`config.mk`:
```
export PLATFORM = sky130hd
export DESIGN_NAME = imu_motion_conditioner_top_flat
export DESIGN_NICKNAME = d
export VERILOG_FILES = /design/src/hw/rtl/imc_pkg.sv /design/src/hw/rtl/imc_sample_if.sv /design/src/hw/rtl/imc_result_if.sv /design/src/hw/rtl/imu_motion_conditioner_top.sv /design/src/flat_wrapper.sv
export SDC_FILE = /design/constraint.sdc
export NUM_CORES = 2
export LEC_CHECK = 0
export ABC_AREA = 1
export CAP_MARGIN = 5
export CORE_MARGIN = 3
export CORE_UTILIZATION = 42
export CTS_BUF_LIST = sky130_fd_sc_hd__clkbuf_4 sky130_fd_sc_hd__clkbuf_8
export CTS_CLUSTER_DIAMETER = 150
export DETAILED_ROUTE_END_ITERATION = 12
export DONT_BUFFER_PORTS = 1
export SLEW_MARGIN = 30
export SYNTH_ARGS = -nofsm -noshare
export SYNTH_HDL_FRONTEND = slang
export SYNTH_SLANG_ARGS = --single-unit
```
`constraint.sdc`:
```
create_clock -name clk -period 12.07 [get_ports clk]
set_input_delay 0.6035 -clock clk [delete_from_list [all_inputs] [get_ports clk]]
set_output_delay 0.6035 -clock clk [all_outputs]
set_load 0.05 [all_outputs]
```
`src/hw/rtl/imc_pkg.sv`:
```
// ----------------------------------------------------------------------------
// imc_pkg: shared types and constants of the IMU motion conditioner
// Field widths, command and register codes, sequencer states, saturation.
// ----------------------------------------------------------------------------
package imc_pkg;

    // field widths
    localparam int CMD_W       = 2;
    localparam int RAW_W       = 16;
    localparam int AOUT_W      = 24;
    localparam int ROUT_W      = 26;
    localparam int CFG_IDX_W   = 1;
    localparam int CFG_DATA_W  = 9;
    localparam int WEIGHT_W    = 9;

    // state widths
    localparam int ACC_W       = 24;
    localparam int RATE_W      = 25;
    localparam int OFF_W       = 24;
    localparam int SUM_W       = 23;
    localparam int CNT_W       = 7;

    // shared multiplier and divider datapath
    localparam int MUL_A_W     = 32;
    localparam int MUL_B_W     = 28;
    localparam int PROD_W      = MUL_A_W + MUL_B_W;
    localparam int U_W         = 26;   // dividend width of the reciprocal divider
    localparam int A_W         = U_W + 1;
    localparam int LOAD_W      = U_W + 2;
    localparam int REM_W       = 8;
    localparam int QD_W        = U_W + REM_W;
    localparam int SAT_W       = 40;

    // scaling
    localparam int WEIGHT_FRAC    = 8;
    localparam int WEIGHT_ONE     = 1 << WEIGHT_FRAC;
    localparam int WEIGHT_HALF    = WEIGHT_ONE / 2;
    localparam int WEIGHT_RESET   = 38;
    localparam int ACC_SCALE_LOG2 = 8;    // Q.22 g from 16384 counts per g
    localparam int RATE_OUT_FRAC  = 16;
    localparam int RATE_DIV       = 131;  // gyro counts per deg/s

    // command codes
    localparam logic [CMD_W-1:0] CMD_MOTION = 2'd0;
    localparam logic [CMD_W-1:0] CMD_CALIB  = 2'd1;
    localparam logic [CMD_W-1:0] CMD_TARE   = 2'd2;

    // register indexes
    localparam logic [CFG_IDX_W-1:0] REG_IMU_PRESENT      = 1'd0;
    localparam logic [CFG_IDX_W-1:0] REG_SMOOTHING_WEIGHT = 1'd1;

    typedef enum logic [3:0] {
        ST_IDLE,
        ST_FILT,
        ST_UPD,
        ST_LOAD,
        ST_MUL1,
        ST_QUO1,
        ST_REM,
        ST_MUL2,
        ST_QUO2,
        ST_CAL_SUM,
        ST_ACC_OUT,
        ST_EMIT
    } state_t;

    typedef enum logic {
        DIV_RATE,
        DIV_CAL
    } div_kind_t;

    function automatic logic signed [SAT_W-1:0] sat_to(input logic signed [SAT_W-1:0] v,
                                                       input int unsigned w);
        logic signed [SAT_W-1:0] hi;
        logic signed [SAT_W-1:0] lo;
        hi = signed'((SAT_W'(1) << (w - 1)) - SAT_W'(1));
        lo = ~hi;
        if (v > hi)
        begin
            return hi;
        end
        else if (v < lo)
        begin
            return lo;
        end
        return v;
    endfunction

endpackage

```
`src/hw/rtl/imc_sample_if.sv`:
```
// ----------------------------------------------------------------------------
// imc_sample_if: raw IMU sample request channel
// Valid/ready handshake carrying the command and six raw axis readings.
// ----------------------------------------------------------------------------
interface imc_sample_if;
    import imc_pkg::*;

    logic                    valid;
    logic                    ready;
    logic [CMD_W-1:0]        command;
    logic signed [RAW_W-1:0] accel_x_raw;
    logic signed [RAW_W-1:0] accel_y_raw;
    logic signed [RAW_W-1:0] accel_z_raw;
    logic signed [RAW_W-1:0] rate_x_raw;
    logic signed [RAW_W-1:0] rate_y_raw;
    logic signed [RAW_W-1:0] rate_z_raw;

    modport source (
        output valid, command, accel_x_raw, accel_y_raw, accel_z_raw,
               rate_x_raw, rate_y_raw, rate_z_raw,
        input  ready
    );

    modport sink (
        input  valid, command, accel_x_raw, accel_y_raw, accel_z_raw,
               rate_x_raw, rate_y_raw, rate_z_raw,
        output ready
    );
endinterface

```
`src/hw/rtl/imc_result_if.sv`:
```
// ----------------------------------------------------------------------------
// imc_result_if: conditioned motion result channel
// Valid/ready handshake carrying scaled acceleration and rotation rate.
// ----------------------------------------------------------------------------
interface imc_result_if;
    import imc_pkg::*;

    logic                     valid;
    logic                     ready;
    logic signed [AOUT_W-1:0] accel_x_out;
    logic signed [AOUT_W-1:0] accel_y_out;
    logic signed [AOUT_W-1:0] accel_z_out;
    logic signed [ROUT_W-1:0] rate_x_out;
    logic signed [ROUT_W-1:0] rate_y_out;
    logic signed [ROUT_W-1:0] rate_z_out;

    modport source (
        output valid, accel_x_out, accel_y_out, accel_z_out,
               rate_x_out, rate_y_out, rate_z_out,
        input  ready
    );

    modport sink (
        input  valid, accel_x_out, accel_y_out, accel_z_out,
               rate_x_out, rate_y_out, rate_z_out,
        output ready
    );
endinterface

```
`src/hw/rtl/imu_motion_conditioner_top.sv`:
```
// ----------------------------------------------------------------------------
// imu_motion_conditioner_top: IMU sample filter with gyro bias calibration
// Shared-multiplier sequencer: low-pass per axis, bias mean, tare and scaling.
// ----------------------------------------------------------------------------
// Motion sample: FILT, UPD per axis; LOAD, MUL1, QUO1, REM, MUL2, QUO2 per gyro lane;
//   ACC_OUT, EMIT. The single multiplier runs 6 filter products then 3 reciprocal
//   divides. New samples are taken only in IDLE. Sensor absent: zero result via EMIT.
// Tare, ignored: back to IDLE. Calibration: CAL_SUM, plus divides on the last sample.
// Reset (async, active low): filter state, offsets, sums, tare cleared;
//   imu_present = 0, smoothing_weight = 38. No clearing pass.
module imu_motion_conditioner_top #(
    parameter int CAL_SAMPLES = 50,
    parameter int FRAC_BITS   = 8
) (
    input  logic                              clk,
    input  logic                              rst_n,
    input  logic                              cfg_we,
    input  logic [imc_pkg::CFG_IDX_W-1:0]     cfg_index,
    input  logic [imc_pkg::CFG_DATA_W-1:0]    cfg_data,
    imc_sample_if.sink                        sample,
    imc_result_if.source                      result
);
    import imc_pkg::*;

    // ------------------------------------------------------------------------
    // Derived constants
    // ------------------------------------------------------------------------
    // Filter difference width: raw scaled by 2^FRAC_BITS against the state.
    localparam int XW    = (RAW_W + FRAC_BITS > RATE_W) ? RAW_W + FRAC_BITS : RATE_W;
    localparam int DLT_W = XW + 2;

    // Accel output scale by 2^(8-FRAC_BITS), rounded when it is a right shift.
    localparam int ACC_LSH = (FRAC_BITS <= ACC_SCALE_LOG2) ? ACC_SCALE_LOG2 - FRAC_BITS : 0;
    localparam int ACC_RSH = (FRAC_BITS > ACC_SCALE_LOG2) ? FRAC_BITS - ACC_SCALE_LOG2 : 0;
    localparam int ACC_RND = (1 << ACC_RSH) >> 1;

    // Rate output: round(f*2^16 / (131*2^F)) = floor((f*2^RS + 65) / 131).
    localparam int RS       = RATE_OUT_FRAC - FRAC_BITS;
    localparam int RND_RATE = RATE_DIV / 2;

    // Reciprocal divider. floor(u/d) = (u * ceil(2^K/d)) >> K exact for
    // u < 2^U_W when K = U_W + clog2(d).
    localparam int CAL2  = 2 * CAL_SAMPLES;
    localparam int K_R   = U_W + $clog2(RATE_DIV);
    localparam int K_C1  = U_W + $clog2(CAL_SAMPLES);
    localparam int K_C2  = U_W + $clog2(CAL2);
    localparam logic [63:0] RR_64  = ((64'd1 << K_R)  + 64'(RATE_DIV) - 64'd1) / 64'(RATE_DIV);
    localparam logic [63:0] RC1_64 = ((64'd1 << K_C1) + 64'(CAL_SAMPLES) - 64'd1)
                                     / 64'(CAL_SAMPLES);
    localparam logic [63:0] RC2_64 = ((64'd1 << K_C2) + 64'(CAL2) - 64'd1) / 64'(CAL2);
    localparam logic [MUL_B_W-1:0] RB_RATE = RR_64[MUL_B_W-1:0];
    localparam logic [MUL_B_W-1:0] RB_CAL1 = RC1_64[MUL_B_W-1:0];
    localparam logic [MUL_B_W-1:0] RB_CAL2 = RC2_64[MUL_B_W-1:0];

    // Bias that makes a signed dividend non-negative: a multiple of d.
    localparam int OFFK_RATE = ((1 << (RATE_W - 1)) + RATE_DIV - 1) / RATE_DIV;
    localparam int OFFK_CAL  = ((1 << (SUM_W - 1)) + CAL_SAMPLES - 1) / CAL_SAMPLES;
    localparam logic signed [LOAD_W-1:0] OFFV_RATE = LOAD_W'(RATE_DIV * OFFK_RATE);
    localparam logic signed [LOAD_W-1:0] OFFV_CAL  = LOAD_W'(CAL_SAMPLES * OFFK_CAL);
    localparam logic [QD_W-1:0]          D_RATE_Q  = QD_W'(RATE_DIV);
    localparam logic [QD_W-1:0]          D_CAL_Q   = QD_W'(CAL_SAMPLES);

    // ------------------------------------------------------------------------
    // Registers
    // ------------------------------------------------------------------------
    state_t    state_reg, state_next;
    logic [2:0] ax_reg, ax_next;              // 0..2 accel, 3..5 gyro
    div_kind_t kind_reg, kind_next;

    logic                 present_reg;
    logic [WEIGHT_W-1:0]  weight_reg;
    logic                 out_valid_reg;

    logic signed [ACC_W-1:0]  acc_f_reg    [3];
    logic signed [RATE_W-1:0] rate_f_reg   [3];
    logic signed [OFF_W-1:0]  rate_off_reg [3];
    logic signed [SUM_W-1:0]  cal_sum_reg  [3];
    logic [CNT_W-1:0]         cal_cnt_reg;
    logic signed [ACC_W-1:0]  tare_reg     [2];

    logic signed [RAW_W-1:0]  raw_reg      [6];
    logic signed [PROD_W-1:0] prod_reg;
    logic [U_W-1:0]           u_reg;
    logic [U_W-1:0]           q_reg;
    logic signed [A_W-1:0]    a_reg;
    logic signed [AOUT_W-1:0] res_acc_reg  [3];
    logic signed [ROUT_W-1:0] res_rate_reg [3];
    logic signed [AOUT_W-1:0] out_acc_reg  [3];
    logic signed [ROUT_W-1:0] out_rate_reg [3];

    // ------------------------------------------------------------------------
    // Control signals
    // ------------------------------------------------------------------------
    logic accept;
    logic emit_fire;
    logic sample_ready;
    logic cal_done;
    logic last_div_ax;

    assign accept      = sample.valid && sample_ready;
    assign cal_done    = (cal_cnt_reg == CNT_W'(CAL_SAMPLES - 1));
    assign last_div_ax = (ax_reg == 3'd2);

    // next state
    always_comb
    begin
        state_next = state_reg;
        ax_next    = ax_reg;
        kind_next  = kind_reg;
        unique case (state_reg)
            ST_IDLE:
            begin
                if (sample.valid)
                begin
                    priority if (sample.command == CMD_MOTION && !present_reg)
                    begin
                        state_next = ST_EMIT;
                    end
                    else if (!present_reg)
                    begin
                        state_next = ST_IDLE;
                    end
                    else if (sample.command == CMD_MOTION)
                    begin
                        state_next = ST_FILT;
                        ax_next    = 3'd0;
                    end
                    else if (sample.command == CMD_CALIB)
                    begin
                        state_next = ST_CAL_SUM;
                    end
                    else
                    begin
                        // tare is taken at once; unused code is dropped
                        state_next = ST_IDLE;
                    end
                end
            end
            ST_FILT:
            begin
                state_next = ST_UPD;
            end
            ST_UPD:
            begin
                if (ax_reg == 3'd5)
                begin
                    state_next = ST_LOAD;
                    ax_next    = 3'd0;
                    kind_next  = DIV_RATE;
                end
                else
                begin
                    state_next = ST_FILT;
                    ax_next    = ax_reg + 3'd1;
                end
            end
            ST_LOAD:
            begin
                state_next = ST_MUL1;
            end
            ST_MUL1:
            begin
                state_next = ST_QUO1;
            end
            ST_QUO1:
            begin
                state_next = ST_REM;
            end
            ST_REM:
            begin
                state_next = ST_MUL2;
            end
            ST_MUL2:
            begin
                state_next = ST_QUO2;
            end
            ST_QUO2:
            begin
                if (!last_div_ax)
                begin
                    state_next = ST_LOAD;
                    ax_next    = ax_reg + 3'd1;
                end
                else if (kind_reg == DIV_RATE)
                begin
                    state_next = ST_ACC_OUT;
                end
                else
                begin
                    state_next = ST_IDLE;
                end
            end
            ST_CAL_SUM:
            begin
                if (cal_done)
                begin
                    state_next = ST_LOAD;
                    ax_next    = 3'd0;
                    kind_next  = DIV_CAL;
                end
                else
                begin
                    state_next = ST_IDLE;
                end
            end
            ST_ACC_OUT:
            begin
                state_next = ST_EMIT;
            end
            ST_EMIT:
            begin
                if (!out_valid_reg || result.ready)
                begin
                    state_next = ST_IDLE;
                end
            end
            default:
            begin
                state_next = ST_IDLE;
            end
        endcase
    end

    // control outputs
    always_comb
    begin
        sample_ready = 1'b0;
        emit_fire    = 1'b0;
        unique case (state_reg)
            ST_IDLE:
            begin
                sample_ready = 1'b1;
            end
            ST_EMIT:
            begin
                // output register is free or is being taken this cycle
                emit_fire = !out_valid_reg || result.ready;
            end
            default:
            begin
                sample_ready = 1'b0;
            end
        endcase
    end

    assign sample.ready = sample_ready;

    // ------------------------------------------------------------------------
    // Datapath
    // ------------------------------------------------------------------------
    logic [WEIGHT_W-1:0]      w_eff;
    logic [1:0]               fidx;
    logic                     is_rate;
    logic signed [RAW_W-1:0]  raw_sel;
    logic signed [DLT_W-1:0]  x_s;
    logic signed [DLT_W-1:0]  f_s;
    logic signed [DLT_W-1:0]  dlt_s;
    logic signed [MUL_A_W-1:0] mul_a;
    logic signed [MUL_B_W-1:0] mul_b;
    logic signed [PROD_W-1:0] prod_next;
    logic signed [PROD_W-1:0] step_s;
    logic signed [SAT_W-1:0]  upd_s;
    logic signed [SAT_W-1:0]  upd_sat;
    logic signed [LOAD_W-1:0] load_s;
    logic [U_W-1:0]           quo1;
    logic [QD_W-1:0]          qd;
    logic [REM_W-1:0]         rem;
    logic [U_W-1:0]           u2;
    logic signed [A_W-1:0]    a_next;
    logic [U_W-1:0]           quo2;
    logic signed [SAT_W-1:0]  fin_s;
    logic signed [SAT_W-1:0]  fin_sat;
    logic signed [ACC_W-1:0]  tare_ext [3];
    logic signed [SAT_W-1:0]  acc_d    [3];
    logic signed [SAT_W-1:0]  acc_sat  [3];
    logic signed [SAT_W-1:0]  sum_s    [3];
    logic signed [SAT_W-1:0]  sum_sat  [3];

    // weight 0 acts as 1, anything above 256 as 256
    always_comb
    begin
        priority if (weight_reg == '0)
        begin
            w_eff = WEIGHT_W'(1);
        end
        else if (weight_reg > WEIGHT_W'(WEIGHT_ONE))
        begin
            w_eff = WEIGHT_W'(WEIGHT_ONE);
        end
        else
        begin
            w_eff = weight_reg;
        end
    end

    // axis operand select for the filter step
    always_comb
    begin
        is_rate = (ax_reg >= 3'd3);
        fidx    = is_rate ? 2'(ax_reg - 3'd3) : ax_reg[1:0];
        raw_sel = raw_reg[ax_reg];
        if (is_rate)
        begin
            f_s = DLT_W'(rate_f_reg[fidx]);
            x_s = (DLT_W'(raw_sel) <<< FRAC_BITS) - DLT_W'(rate_off_reg[fidx]);
        end
        else
        begin
            f_s = DLT_W'(acc_f_reg[fidx]);
            x_s = DLT_W'(raw_sel) <<< FRAC_BITS;
        end
        dlt_s = x_s - f_s;
    end

    // shared multiplier operands
    always_comb
    begin
        unique case (state_reg)
            ST_FILT:
            begin
                mul_a = MUL_A_W'(dlt_s);
                mul_b = MUL_B_W'(signed'({1'b0, w_eff}));
            end
            ST_MUL1:
            begin
                mul_a = MUL_A_W'(signed'({1'b0, u_reg}));
                mul_b = signed'((kind_reg == DIV_RATE) ? RB_RATE : RB_CAL1);
            end
            ST_MUL2:
            begin
                mul_a = MUL_A_W'(signed'({1'b0, u_reg}));
                mul_b = signed'((kind_reg == DIV_RATE) ? RB_RATE : RB_CAL2);
            end
            default:
            begin
                mul_a = '0;
                mul_b = '0;
            end
        endcase
    end

    assign prod_next = mul_a * mul_b;

    // f + floor((w*(x-f) + 128) / 256), saturated to the state width
    always_comb
    begin
        step_s  = (prod_reg + PROD_W'(WEIGHT_HALF)) >>> WEIGHT_FRAC;
        upd_s   = SAT_W'(f_s) + SAT_W'(step_s);
        upd_sat = sat_to(upd_s, is_rate ? RATE_W : ACC_W);
    end

    // divider steps
    always_comb
    begin
        if (kind_reg == DIV_RATE)
        begin
            load_s = LOAD_W'(rate_f_reg[ax_reg[1:0]]) + OFFV_RATE;
            quo1   = U_W'(prod_reg >> K_R);
            qd     = QD_W'(q_reg) * D_RATE_Q;
            rem    = REM_W'(QD_W'(u_reg) - qd);
            u2     = (U_W'(rem) << RS) + U_W'(RND_RATE);
            a_next = signed'(q_reg) - A_W'(OFFK_RATE);
            quo2   = U_W'(prod_reg >> K_R);
            fin_s  = (SAT_W'(a_reg) <<< RS) + SAT_W'(quo2);
            fin_sat = sat_to(fin_s, ROUT_W);
        end
        else
        begin
            load_s = LOAD_W'(cal_sum_reg[ax_reg[1:0]]) + OFFV_CAL;
            quo1   = U_W'(prod_reg >> K_C1);
            qd     = QD_W'(q_reg) * D_CAL_Q;
            rem    = REM_W'(QD_W'(u_reg) - qd);
            u2     = (U_W'(rem) << (FRAC_BITS + 1)) + U_W'(CAL_SAMPLES);
            a_next = signed'(q_reg) - A_W'(OFFK_CAL);
            quo2   = U_W'(prod_reg >> K_C2);
            fin_s  = (SAT_W'(a_reg) <<< FRAC_BITS) + SAT_W'(quo2);
            fin_sat = sat_to(fin_s, OFF_W);
        end
    end

    // accel output scale and calibration accumulate, three lanes each
    always_comb
    begin
        tare_ext[0] = tare_reg[0];
        tare_ext[1] = tare_reg[1];
        tare_ext[2] = '0;            // Z carries no tare
        for (int i = 0; i < 3; i++)
        begin
            acc_d[i]   = SAT_W'(acc_f_reg[i]) - SAT_W'(tare_ext[i]);
            acc_d[i]   = ((acc_d[i] <<< ACC_LSH) + SAT_W'(ACC_RND)) >>> ACC_RSH;
            acc_sat[i] = sat_to(acc_d[i], AOUT_W);
            sum_s[i]   = SAT_W'(cal_sum_reg[i]) + SAT_W'(raw_reg[3 + i]);
            sum_sat[i] = sat_to(sum_s[i], SUM_W);
        end
    end

    // control and architectural state
    always_ff @(posedge clk or negedge rst_n)
    begin
        if (!rst_n)
        begin
            state_reg     <= ST_IDLE;
            ax_reg        <= 3'd0;
            kind_reg      <= DIV_RATE;
            present_reg   <= 1'b0;
            weight_reg    <= WEIGHT_W'(WEIGHT_RESET);
            out_valid_reg <= 1'b0;
            cal_cnt_reg   <= '0;
            for (int i = 0; i < 3; i++)
            begin
                acc_f_reg[i]    <= '0;
                rate_f_reg[i]   <= '0;
                rate_off_reg[i] <= '0;
                cal_sum_reg[i]  <= '0;
            end
            tare_reg[0] <= '0;
            tare_reg[1] <= '0;
        end
        else
        begin
            state_reg <= state_next;
            ax_reg    <= ax_next;
            kind_reg  <= kind_next;

            if (cfg_we)
            begin
                unique case (cfg_index)
                    REG_IMU_PRESENT:      present_reg <= cfg_data[0];
                    REG_SMOOTHING_WEIGHT: weight_reg  <= cfg_data[WEIGHT_W-1:0];
                endcase
            end

            if (emit_fire)
            begin
                out_valid_reg <= 1'b1;
            end
            else if (result.ready)
            begin
                out_valid_reg <= 1'b0;
            end

            // tare capture happens in the accept cycle
            if (accept && present_reg && sample.command == CMD_TARE)
            begin
                tare_reg[0] <= acc_f_reg[0];
                tare_reg[1] <= acc_f_reg[1];
            end

            if (state_reg == ST_UPD)
            begin
                if (is_rate)
                begin
                    rate_f_reg[fidx] <= upd_sat[RATE_W-1:0];
                end
                else
                begin
                    acc_f_reg[fidx] <= upd_sat[ACC_W-1:0];
                end
            end

            if (state_reg == ST_CAL_SUM)
            begin
                for (int i = 0; i < 3; i++)
                begin
                    cal_sum_reg[i] <= sum_sat[i][SUM_W-1:0];
                end
                cal_cnt_reg <= cal_done ? '0 : cal_cnt_reg + CNT_W'(1);
            end

            if (state_reg == ST_QUO2 && kind_reg == DIV_CAL)
            begin
                rate_off_reg[ax_reg[1:0]] <= fin_sat[OFF_W-1:0];
                if (last_div_ax)
                begin
                    for (int i = 0; i < 3; i++)
                    begin
                        cal_sum_reg[i] <= '0;
                    end
                end
            end
        end
    end

    // payload registers
    always_ff @(posedge clk)
    begin
        if (accept)
        begin
            raw_reg[0] <= sample.accel_x_raw;
            raw_reg[1] <= sample.accel_y_raw;
            raw_reg[2] <= sample.accel_z_raw;
            raw_reg[3] <= sample.rate_x_raw;
            raw_reg[4] <= sample.rate_y_raw;
            raw_reg[5] <= sample.rate_z_raw;
            // absent sensor: the result is all zero
            for (int i = 0; i < 3; i++)
            begin
                res_acc_reg[i]  <= '0;
                res_rate_reg[i] <= '0;
            end
        end

        if (state_reg == ST_FILT || state_reg == ST_MUL1 || state_reg == ST_MUL2)
        begin
            prod_reg <= prod_next;
        end

        if (state_reg == ST_LOAD)
        begin
            u_reg <= load_s[U_W-1:0];
        end

        if (state_reg == ST_QUO1)
        begin
            q_reg <= quo1;
        end

        if (state_reg == ST_REM)
        begin
            u_reg <= u2;
            a_reg <= a_next;
        end

        if (state_reg == ST_QUO2 && kind_reg == DIV_RATE)
        begin
            res_rate_reg[ax_reg[1:0]] <= fin_sat[ROUT_W-1:0];
        end

        if (state_reg == ST_ACC_OUT)
        begin
            for (int i = 0; i < 3; i++)
            begin
                res_acc_reg[i] <= acc_sat[i][AOUT_W-1:0];
            end
        end

        if (emit_fire)
        begin
            for (int i = 0; i < 3; i++)
            begin
                out_acc_reg[i]  <= res_acc_reg[i];
                out_rate_reg[i] <= res_rate_reg[i];
            end
        end
    end

    assign result.valid       = out_valid_reg;
    assign result.accel_x_out = out_acc_reg[0];
    assign result.accel_y_out = out_acc_reg[1];
    assign result.accel_z_out = out_acc_reg[2];
    assign result.rate_x_out  = out_rate_reg[0];
    assign result.rate_y_out  = out_rate_reg[1];
    assign result.rate_z_out  = out_rate_reg[2];

`ifndef NO_ASSERTIONS
    // calibration count always wraps before reaching the sample count
    a_cal_cnt_range: assert property (@(posedge clk) disable iff (!rst_n)
        cal_cnt_reg < CNT_W'(CAL_SAMPLES))
        else $error("calibration count out of range");

    // a granted emit always leaves a valid result
    a_emit_valid: assert property (@(posedge clk) disable iff (!rst_n)
        (state_reg == ST_EMIT && (!out_valid_reg || result.ready)) |=> out_valid_reg)
        else $error("emitted result not valid");

    // divider works on the three gyro lanes only
    a_div_axis: assert property (@(posedge clk) disable iff (!rst_n)
        (state_reg == ST_LOAD || state_reg == ST_MUL1 || state_reg == ST_QUO1 ||
         state_reg == ST_REM || state_reg == ST_MUL2 || state_reg == ST_QUO2)
        |-> ax_reg <= 3'd2)
        else $error("divider axis out of range");

    // completing calibration clears sums and count
    a_cal_clear: assert property (@(posedge clk) disable iff (!rst_n)
        (state_reg == ST_QUO2 && kind_reg == DIV_CAL && last_div_ax)
        |=> (cal_cnt_reg == '0 && cal_sum_reg[0] == '0 && cal_sum_reg[1] == '0 &&
             cal_sum_reg[2] == '0))
        else $error("calibration state not cleared");
`endif

endmodule
```
`src/flat_wrapper.sv`:
```
// flat-port wrapper written by rule: the top's interface ports become plain ports
module imu_motion_conditioner_top_flat import imc_pkg::*;
#(
    parameter int CAL_SAMPLES = 50,
    parameter int FRAC_BITS   = 8
)
  (clk, rst_n, cfg_we, cfg_index, cfg_data, sample_valid, sample_command, sample_accel_x_raw, sample_accel_y_raw, sample_accel_z_raw, sample_rate_x_raw, sample_rate_y_raw, sample_rate_z_raw, sample_ready, result_valid, result_accel_x_out, result_accel_y_out, result_accel_z_out, result_rate_x_out, result_rate_y_out, result_rate_z_out, result_ready);
  imc_sample_if sample_i ();
  imc_result_if result_i ();
  input  logic clk;
  input  logic rst_n;
  input  logic cfg_we;
  input  logic [imc_pkg::CFG_IDX_W-1:0] cfg_index;
  input  logic [imc_pkg::CFG_DATA_W-1:0] cfg_data;
  input wire logic [$bits(sample_i.valid)-1:0] sample_valid;
  input wire logic [$bits(sample_i.command)-1:0] sample_command;
  input wire logic [$bits(sample_i.accel_x_raw)-1:0] sample_accel_x_raw;
  input wire logic [$bits(sample_i.accel_y_raw)-1:0] sample_accel_y_raw;
  input wire logic [$bits(sample_i.accel_z_raw)-1:0] sample_accel_z_raw;
  input wire logic [$bits(sample_i.rate_x_raw)-1:0] sample_rate_x_raw;
  input wire logic [$bits(sample_i.rate_y_raw)-1:0] sample_rate_y_raw;
  input wire logic [$bits(sample_i.rate_z_raw)-1:0] sample_rate_z_raw;
  output wire logic [$bits(sample_i.ready)-1:0] sample_ready;
  output wire logic [$bits(result_i.valid)-1:0] result_valid;
  output wire logic [$bits(result_i.accel_x_out)-1:0] result_accel_x_out;
  output wire logic [$bits(result_i.accel_y_out)-1:0] result_accel_y_out;
  output wire logic [$bits(result_i.accel_z_out)-1:0] result_accel_z_out;
  output wire logic [$bits(result_i.rate_x_out)-1:0] result_rate_x_out;
  output wire logic [$bits(result_i.rate_y_out)-1:0] result_rate_y_out;
  output wire logic [$bits(result_i.rate_z_out)-1:0] result_rate_z_out;
  input wire logic [$bits(result_i.ready)-1:0] result_ready;
  assign sample_i.valid = sample_valid;
  assign sample_i.command = sample_command;
  assign sample_i.accel_x_raw = sample_accel_x_raw;
  assign sample_i.accel_y_raw = sample_accel_y_raw;
  assign sample_i.accel_z_raw = sample_accel_z_raw;
  assign sample_i.rate_x_raw = sample_rate_x_raw;
  assign sample_i.rate_y_raw = sample_rate_y_raw;
  assign sample_i.rate_z_raw = sample_rate_z_raw;
  assign sample_ready = sample_i.ready;
  assign result_valid = result_i.valid;
  assign result_accel_x_out = result_i.accel_x_out;
  assign result_accel_y_out = result_i.accel_y_out;
  assign result_accel_z_out = result_i.accel_z_out;
  assign result_rate_x_out = result_i.rate_x_out;
  assign result_rate_y_out = result_i.rate_y_out;
  assign result_rate_z_out = result_i.rate_z_out;
  assign result_i.ready = result_ready;
  imu_motion_conditioner_top #(.CAL_SAMPLES(CAL_SAMPLES), .FRAC_BITS(FRAC_BITS)) u_core (.clk(clk), .rst_n(rst_n), .cfg_we(cfg_we), .cfg_index(cfg_index), .cfg_data(cfg_data), .sample(sample_i), .result(result_i));
endmodule
```
; Word-level counts from Yosys, hierarchy flattened
; Memories as Yosys holds them, arrays and structs flattened.
; Index checks and enable logic that the tools add are counted.
[word_totals]
in_bits = 113
n_memories = 5
ram_bits = 396
register_bits = 501
[op_classes]
n_reduce_logical = 29
bitwise_logic = 9
eq_ne = 24
n_lt_le_gt_ge = 24
n_mul = 3
n_addsub = 24
n_shift = 1
mux = 131
[memory_table]
columns = name, words, word_bits, read_ports, rd_clocked_by_memory_dff, write_ports, line
row1 = u_core.raw_reg, 6, 16, 4, 0, 6, imu_motion_conditioner_top.sv:81  ; logic signed [RAW_W-1:0] raw_reg [6];
row2 = u_core.out_rate_reg, 3, 26, 3, 0, 3, imu_motion_conditioner_top.sv:89  ; logic signed [ROUT_W-1:0] out_rate_reg [3];
row3 = u_core.res_rate_reg, 3, 26, 3, 0, 3, imu_motion_conditioner_top.sv:87  ; logic signed [ROUT_W-1:0] res_rate_reg [3];
row4 = u_core.out_acc_reg, 3, 24, 3, 0, 3, imu_motion_conditioner_top.sv:88  ; logic signed [AOUT_W-1:0] out_acc_reg [3];
row5 = u_core.res_acc_reg, 3, 24, 3, 0, 3, imu_motion_conditioner_top.sv:86  ; logic signed [AOUT_W-1:0] res_acc_reg [3];
[ops]
columns = cell, n
row1 = $mux 24, 18
row2 = $mux 26, 14
row3 = $mux 23, 11
row4 = $mux 69, 3
row5 = $mux 25, 8
row6 = $bwmux 72, 2
row7 = $bmux 25 s2, 2
row8 = $bmux 24 s2, 2
row9 = $demux 24 s2, 2
row10 = $mux 27, 3
row11 = $bwmux 75, 1
row12 = $sub 24x24->25, 3
row13 = $add 23x16->24, 3
row14 = $add 35x27->36, 2
row15 = $gt 24x23->1 const B, 3
row16 = $lt 24x23->1 const B, 3
row17 = $pmux 32 s2, 1
row18 = $mul 32x28->60, 1
row19 = $pmux 27 s2, 1
row20 = $sub 26x18->27 const B, 2
row21 = $demux 25 s2, 1
row22 = $gt 25x24->1 const B, 2
row23 = $lt 25x24->1 const B, 2
row24 = $add 48x9->48 const B, 1
row25 = 65 further kinds, 154

; Longest topological paths before layout
[depth]
depth_word = 13
mapped_depth = 68

; Worst setup path before layout
; No wires, ideal clock.
[synth_timing]
kind = register to register
start = reg u_core.ax_reg[0]
end = reg u_core.prod_reg[58], data pin
synth_period_minus_slack_ns = 12.315
arrival_time_ns = 12.063
setup_ns = 0.252
stages_incl_launch_ff = 58
setup_slack_ns = -0.245
path_cell_list = dfrtp_1 -> inv_2 -> buf_2 -> clkbuf_1 -> clkbuf_1 -> buf_2 -> buf_1 -> ha_1 -> inv_1 -> nand2_1 -> o21ai_4 -> nand2_4 -> inv_2 -> buf_1 -> clkbuf_1 -> a21oi_1 -> ha_1 -> a21oi_1 -> (+22 left out) -> inv_1 -> fa_1 -> inv_1 -> fa_1 -> inv_1 -> fa_1 -> inv_1 -> fa_1 -> inv_1 -> ha_1 -> nand2_1 -> a21oi_1 -> a211oi_1 -> o21ai_0 -> a221oi_1 -> nand2_1 -> nand2_1 -> nand2_1
[synth_via]
elab_chain_len = 11
elab_cells_between_ends = 20
[synth_rtl]
columns = item, line
row1 = "start, declared", imu_motion_conditioner_top.sv:67  ; logic [2:0] ax_reg, ax_next;
row2 = "start signal, assigned", imu_motion_conditioner_top.sv:422  ; ax_reg <= ax_next;
row3 = $ge 3x2->1 / $sub 2x2->2 (equally long branches), "imu_motion_conditioner_top.sv:299, imu_motion_conditioner_top.sv:300"
row4 = $mux 2, imu_motion_conditioner_top.sv:300  ; fidx = is_rate ? 2'(ax_reg - 3'd3) : ax_reg[1:0];
row5 = $not 2->3 (implied by the code), "imu_motion_conditioner_top.sv:304, imu_motion_conditioner_top.sv:305, imu_motion_conditioner_top.sv:309"
row6 = $bmux 24 s2, imu_motion_conditioner_top.sv:305  ; x_s = (DLT_W'(raw_sel) <<< FRAC_BITS) - DLT_W'(rate_off_reg[fidx]);
row7 = $mux 24 (implied by the code) (2 in series), imu_motion_conditioner_top.sv:305
row8 = $sub 24x24->25, imu_motion_conditioner_top.sv:305
row9 = $mux 27, imu_motion_conditioner_top.sv:302  ; if (is_rate)
row10 = $sub 27x27->27 (*), imu_motion_conditioner_top.sv:312  ; dlt_s = x_s - f_s;
row11 = $pmux 32 s2 (*), imu_motion_conditioner_top.sv:318  ; unique case (state_reg)
row12 = $mul 32x28->60 (*), imu_motion_conditioner_top.sv:342  ; assign prod_next = mul_a * mul_b;
row13 = net u_core.prod_next[58], imu_motion_conditioner_top.sv:260  ; logic signed [PROD_W-1:0] prod_next;
row14 = "end signal, assigned", imu_motion_conditioner_top.sv:505  ; prod_reg <= prod_next;
row15 = "end, declared", imu_motion_conditioner_top.sv:82  ; logic signed [PROD_W-1:0] prod_reg;
; The timed path passes the listed nets; every way through them passes the cells marked *. The select of a mux whose other input is x is not followed.
; A chain may end at the register's enable or synchronous reset.

; Worst setup path after layout
[layout_timing]
start = reg u_core.ax_reg[0]
end = reg u_core.prod_reg[53], data pin
; Same word-level chain as after synthesis.

==> flow_summary.yaml <==
clocking:
  tritoncts: "yes"
  clk_pin_slew_worst_paths_ns: 0.06
  cts_buffers: 160
  htreeDepth: 4
  clkSinkCount: 890
  root_buffer: "clkbuf_8"
  clock_path_buffers: 3
  clk_latency_ns: 0.95
final_layout:
  final_cell_mix: "2024 x inv_1, 1956 x nand2_1, 848 x nor2_1"
  layout_commonest_cell: "inv_1"
  multi_input_area_um2: 46900
  largest_reg_flops: 96
  final_nets: 11455
  regArea_um2: 24900
  fill_cells: 18393
  area_growth_pct: 11.7
  final_area_um2: 89300
  drive_gt1_frac: 0.0746
setup_path:
  critPathMaxFanout: 15
  critPathMaxStageDelay_ns: 0.53
  cp_slowest_cell: "fa_1"
  reg2reg_depth: 52
  worst_ep_arrival_time_ns: 12.28
  endpoint_kind: "flop"
  startpoint_type: "flop"
  worst-setup-path-type: "flop to flop"
  timing.critical_path.required_ns: 12.71
routing:
  via_per_inst: 5.32
  finalWirelength_um: 271000
  drt-pass1-iter-count: 6
  drtAntennaViolNets: 0
  drc: 0
  wire_per_inst_um: 21.2
  drtIter0Drc: 6028
  vias: 67843
floorplanning:
  die-area_um2: 196000
  rows: 159
  die_h_um: 442
  die_w_um: 442
  core_area_um2: 189000
  initial_core_util: 0.424
  io_pins: 265
timing:
  drv_slew: 0
  final.setup.tns_ns: 0
  tightestPinTransition_ns: 1.07
  setup_violations: 0
  period_needed_ns: 11.65
  hold_viol: 0
  rsz0062_at_grt: "true"
  relSlewSlack: 0.287
  fin_crit_sh: 0.965
  fmax_mhz: 85.9
  fin_worst_skew_ns: 0.0545
hold_path:
  hold_class: "input port to flop"
  min_delay_path_depth: 4
grt:
  grt_pass1_wl_um: 411000
  grt_pass1_vias: 67437
  antenna_found_initial: 6
  grt_usage: 0.273
  grt_max_degree: 363
  overflow: 0
flow_run:
  max_cap_viol_count: 0
synth:
  syn-cell-area_um2: 80000
  avgSynthCellArea_um2: 8.17
  yosysWarnings: 0
  ys_types: 79
  synth-seq-area-share: 0.312
  synthFlopType: "edfxtp_1"
  synthCells: 9784
  async_reset_ff_frac: 0.407
  synth_edf_count: 528
  ys_ff_latch: 890
placed_design:
  place_hpwl_um: 220000
  port_buffers: 0
  gp_congestion: 0.977
  placed_cell_area_um2: 84200
run_status:
  status: "finished clean"
## layout make-up
cell class	count	share of cell area
antenna	10	0.000280
clock buffer	227	0.0315
clock inverter	64	0.00730
inverter	2049	0.0863
multi-input combinational	6639	0.525
sequential	890	0.279
tap	2495	0.0349
timing repair buffer	368	0.0361
## worst max-delay path, delay by kind of cell (launching register included)
kind,cells,cell delay [ns]
xor gates and xnor gates,2,0.35
and+or+nand+nor,13,1.64
adders and majority gates,12,5.10
AOI/OAI and AO/OA,15,2.71
buffers and inverters,10,1.09
DFF,1,0.42
## Yosys cell counts (7+ instances only)
library cell / count / area (µm²)
o21ai_1: 144 / 721
nand2_1: 1968 / 7390
a21boi_0: 7 / 52.6
inv_1: 2031 / 7620
or2_2: 43 / 269
inv_2: 10 / 37.5
a22oi_1: 52 / 390
a221oi_1: 21 / 184
o211ai_1: 26 / 195
o21ai_0: 453 / 2270
nand3_1: 322 / 1610
buf_4: 7 / 52.6
dfrtp_1: 359 / 8980
a22o_1: 15 / 131
and2_1: 11 / 68.8
nor4_1: 24 / 150
nor2_2: 8 / 50.1
ha_1: 575 / 7190
a211oi_1: 20 / 150
a32oi_1: 10 / 87.6
a31oi_1: 48 / 300
o22ai_1: 9 / 56.3
a21oi_1: 588 / 2940
nand3b_1: 11 / 82.6
xor2_1: 180 / 1580
clkbuf_1: 160 / 601
o21a_1: 44 / 330
xnor2_1: 82 / 718
nand2_2: 21 / 131
nor3_1: 96 / 480
nand2_4: 14 / 158
fa_1: 659 / 13200
o32ai_1: 23 / 201
nor2_1: 869 / 3260
nand3_2: 7 / 70.1
buf_1: 37 / 139
o21bai_1: 23 / 173
a21o_1: 20 / 150
edfxtp_1: 528 / 15900
nand4_1: 144 / 901
buf_2: 22 / 110
## timing repair
item / 4_1_cts / 5_1_grt
buffers inserted: 0 / 7
resized for setup: 3 / 90
hold buffers: 111 / 0
endpoints found under the hold margin: 472 / 0
setup endpoints to repair: 2 / 38
pin swaps: 0 / 15
## cells by family after synthesis
group	synth area share
flip-flops	0.312
buffers and inverters	0.109
multiplexers	0.000704
adder cells (fa/ha/maj)	0.255
other	0.0000939
AND/OR/NAND/NOR	0.186
XOR/XNOR	0.0287
AO/OA/AOI/OAI	0.110
## stage by stage
stage | worst slack (ns) | utilization | cells | hold WS [ns]
floorplan | 0.0599 | - | 9811 | 0.308
global placement | 0.116 | 0.446 | 12317 | 0.319
global route | -0.0741 | 0.473 | 12733 | 0.173
CTS | 0.0665 | 0.471 | 12721 | 0.0452
detailed placement | 0.0376 | 0.447 | 12319 | 0.317
finish | 0.423 | 0.474 | 12742 | 0.152
## final timing paths
path	to	slack (ns)	startpoint
max	u_core.prod_reg[53]	0.42	u_core.ax_reg[0]
min	u_core.state_reg[3]	0.15	sample_command[0]
max reg2reg	u_core.prod_reg[53]	0.42	u_core.ax_reg[0]
min reg2reg	u_core.out_rate_reg[0][32]	0.40	u_core.res_rate_reg[1][6]
max in group asynchronous	u_core.acc_f_reg[43]	10.25	rst_n
min in group asynchronous	u_core.cal_sum_reg[53]	0.24	rst_n
## layer usage
metal,up-vias,track usage,wire length [µm]
met3,538,0.0444,20200
met4,4,0.106,11700
met5,-,0,27
met1,32825,0.379,118000
li1,31858,-,-
met2,2618,0.428,120000
Power is left out: the tool's default activity adds up to more than one toggle a clock period on the data nets, which glitch-free logic cannot reach.
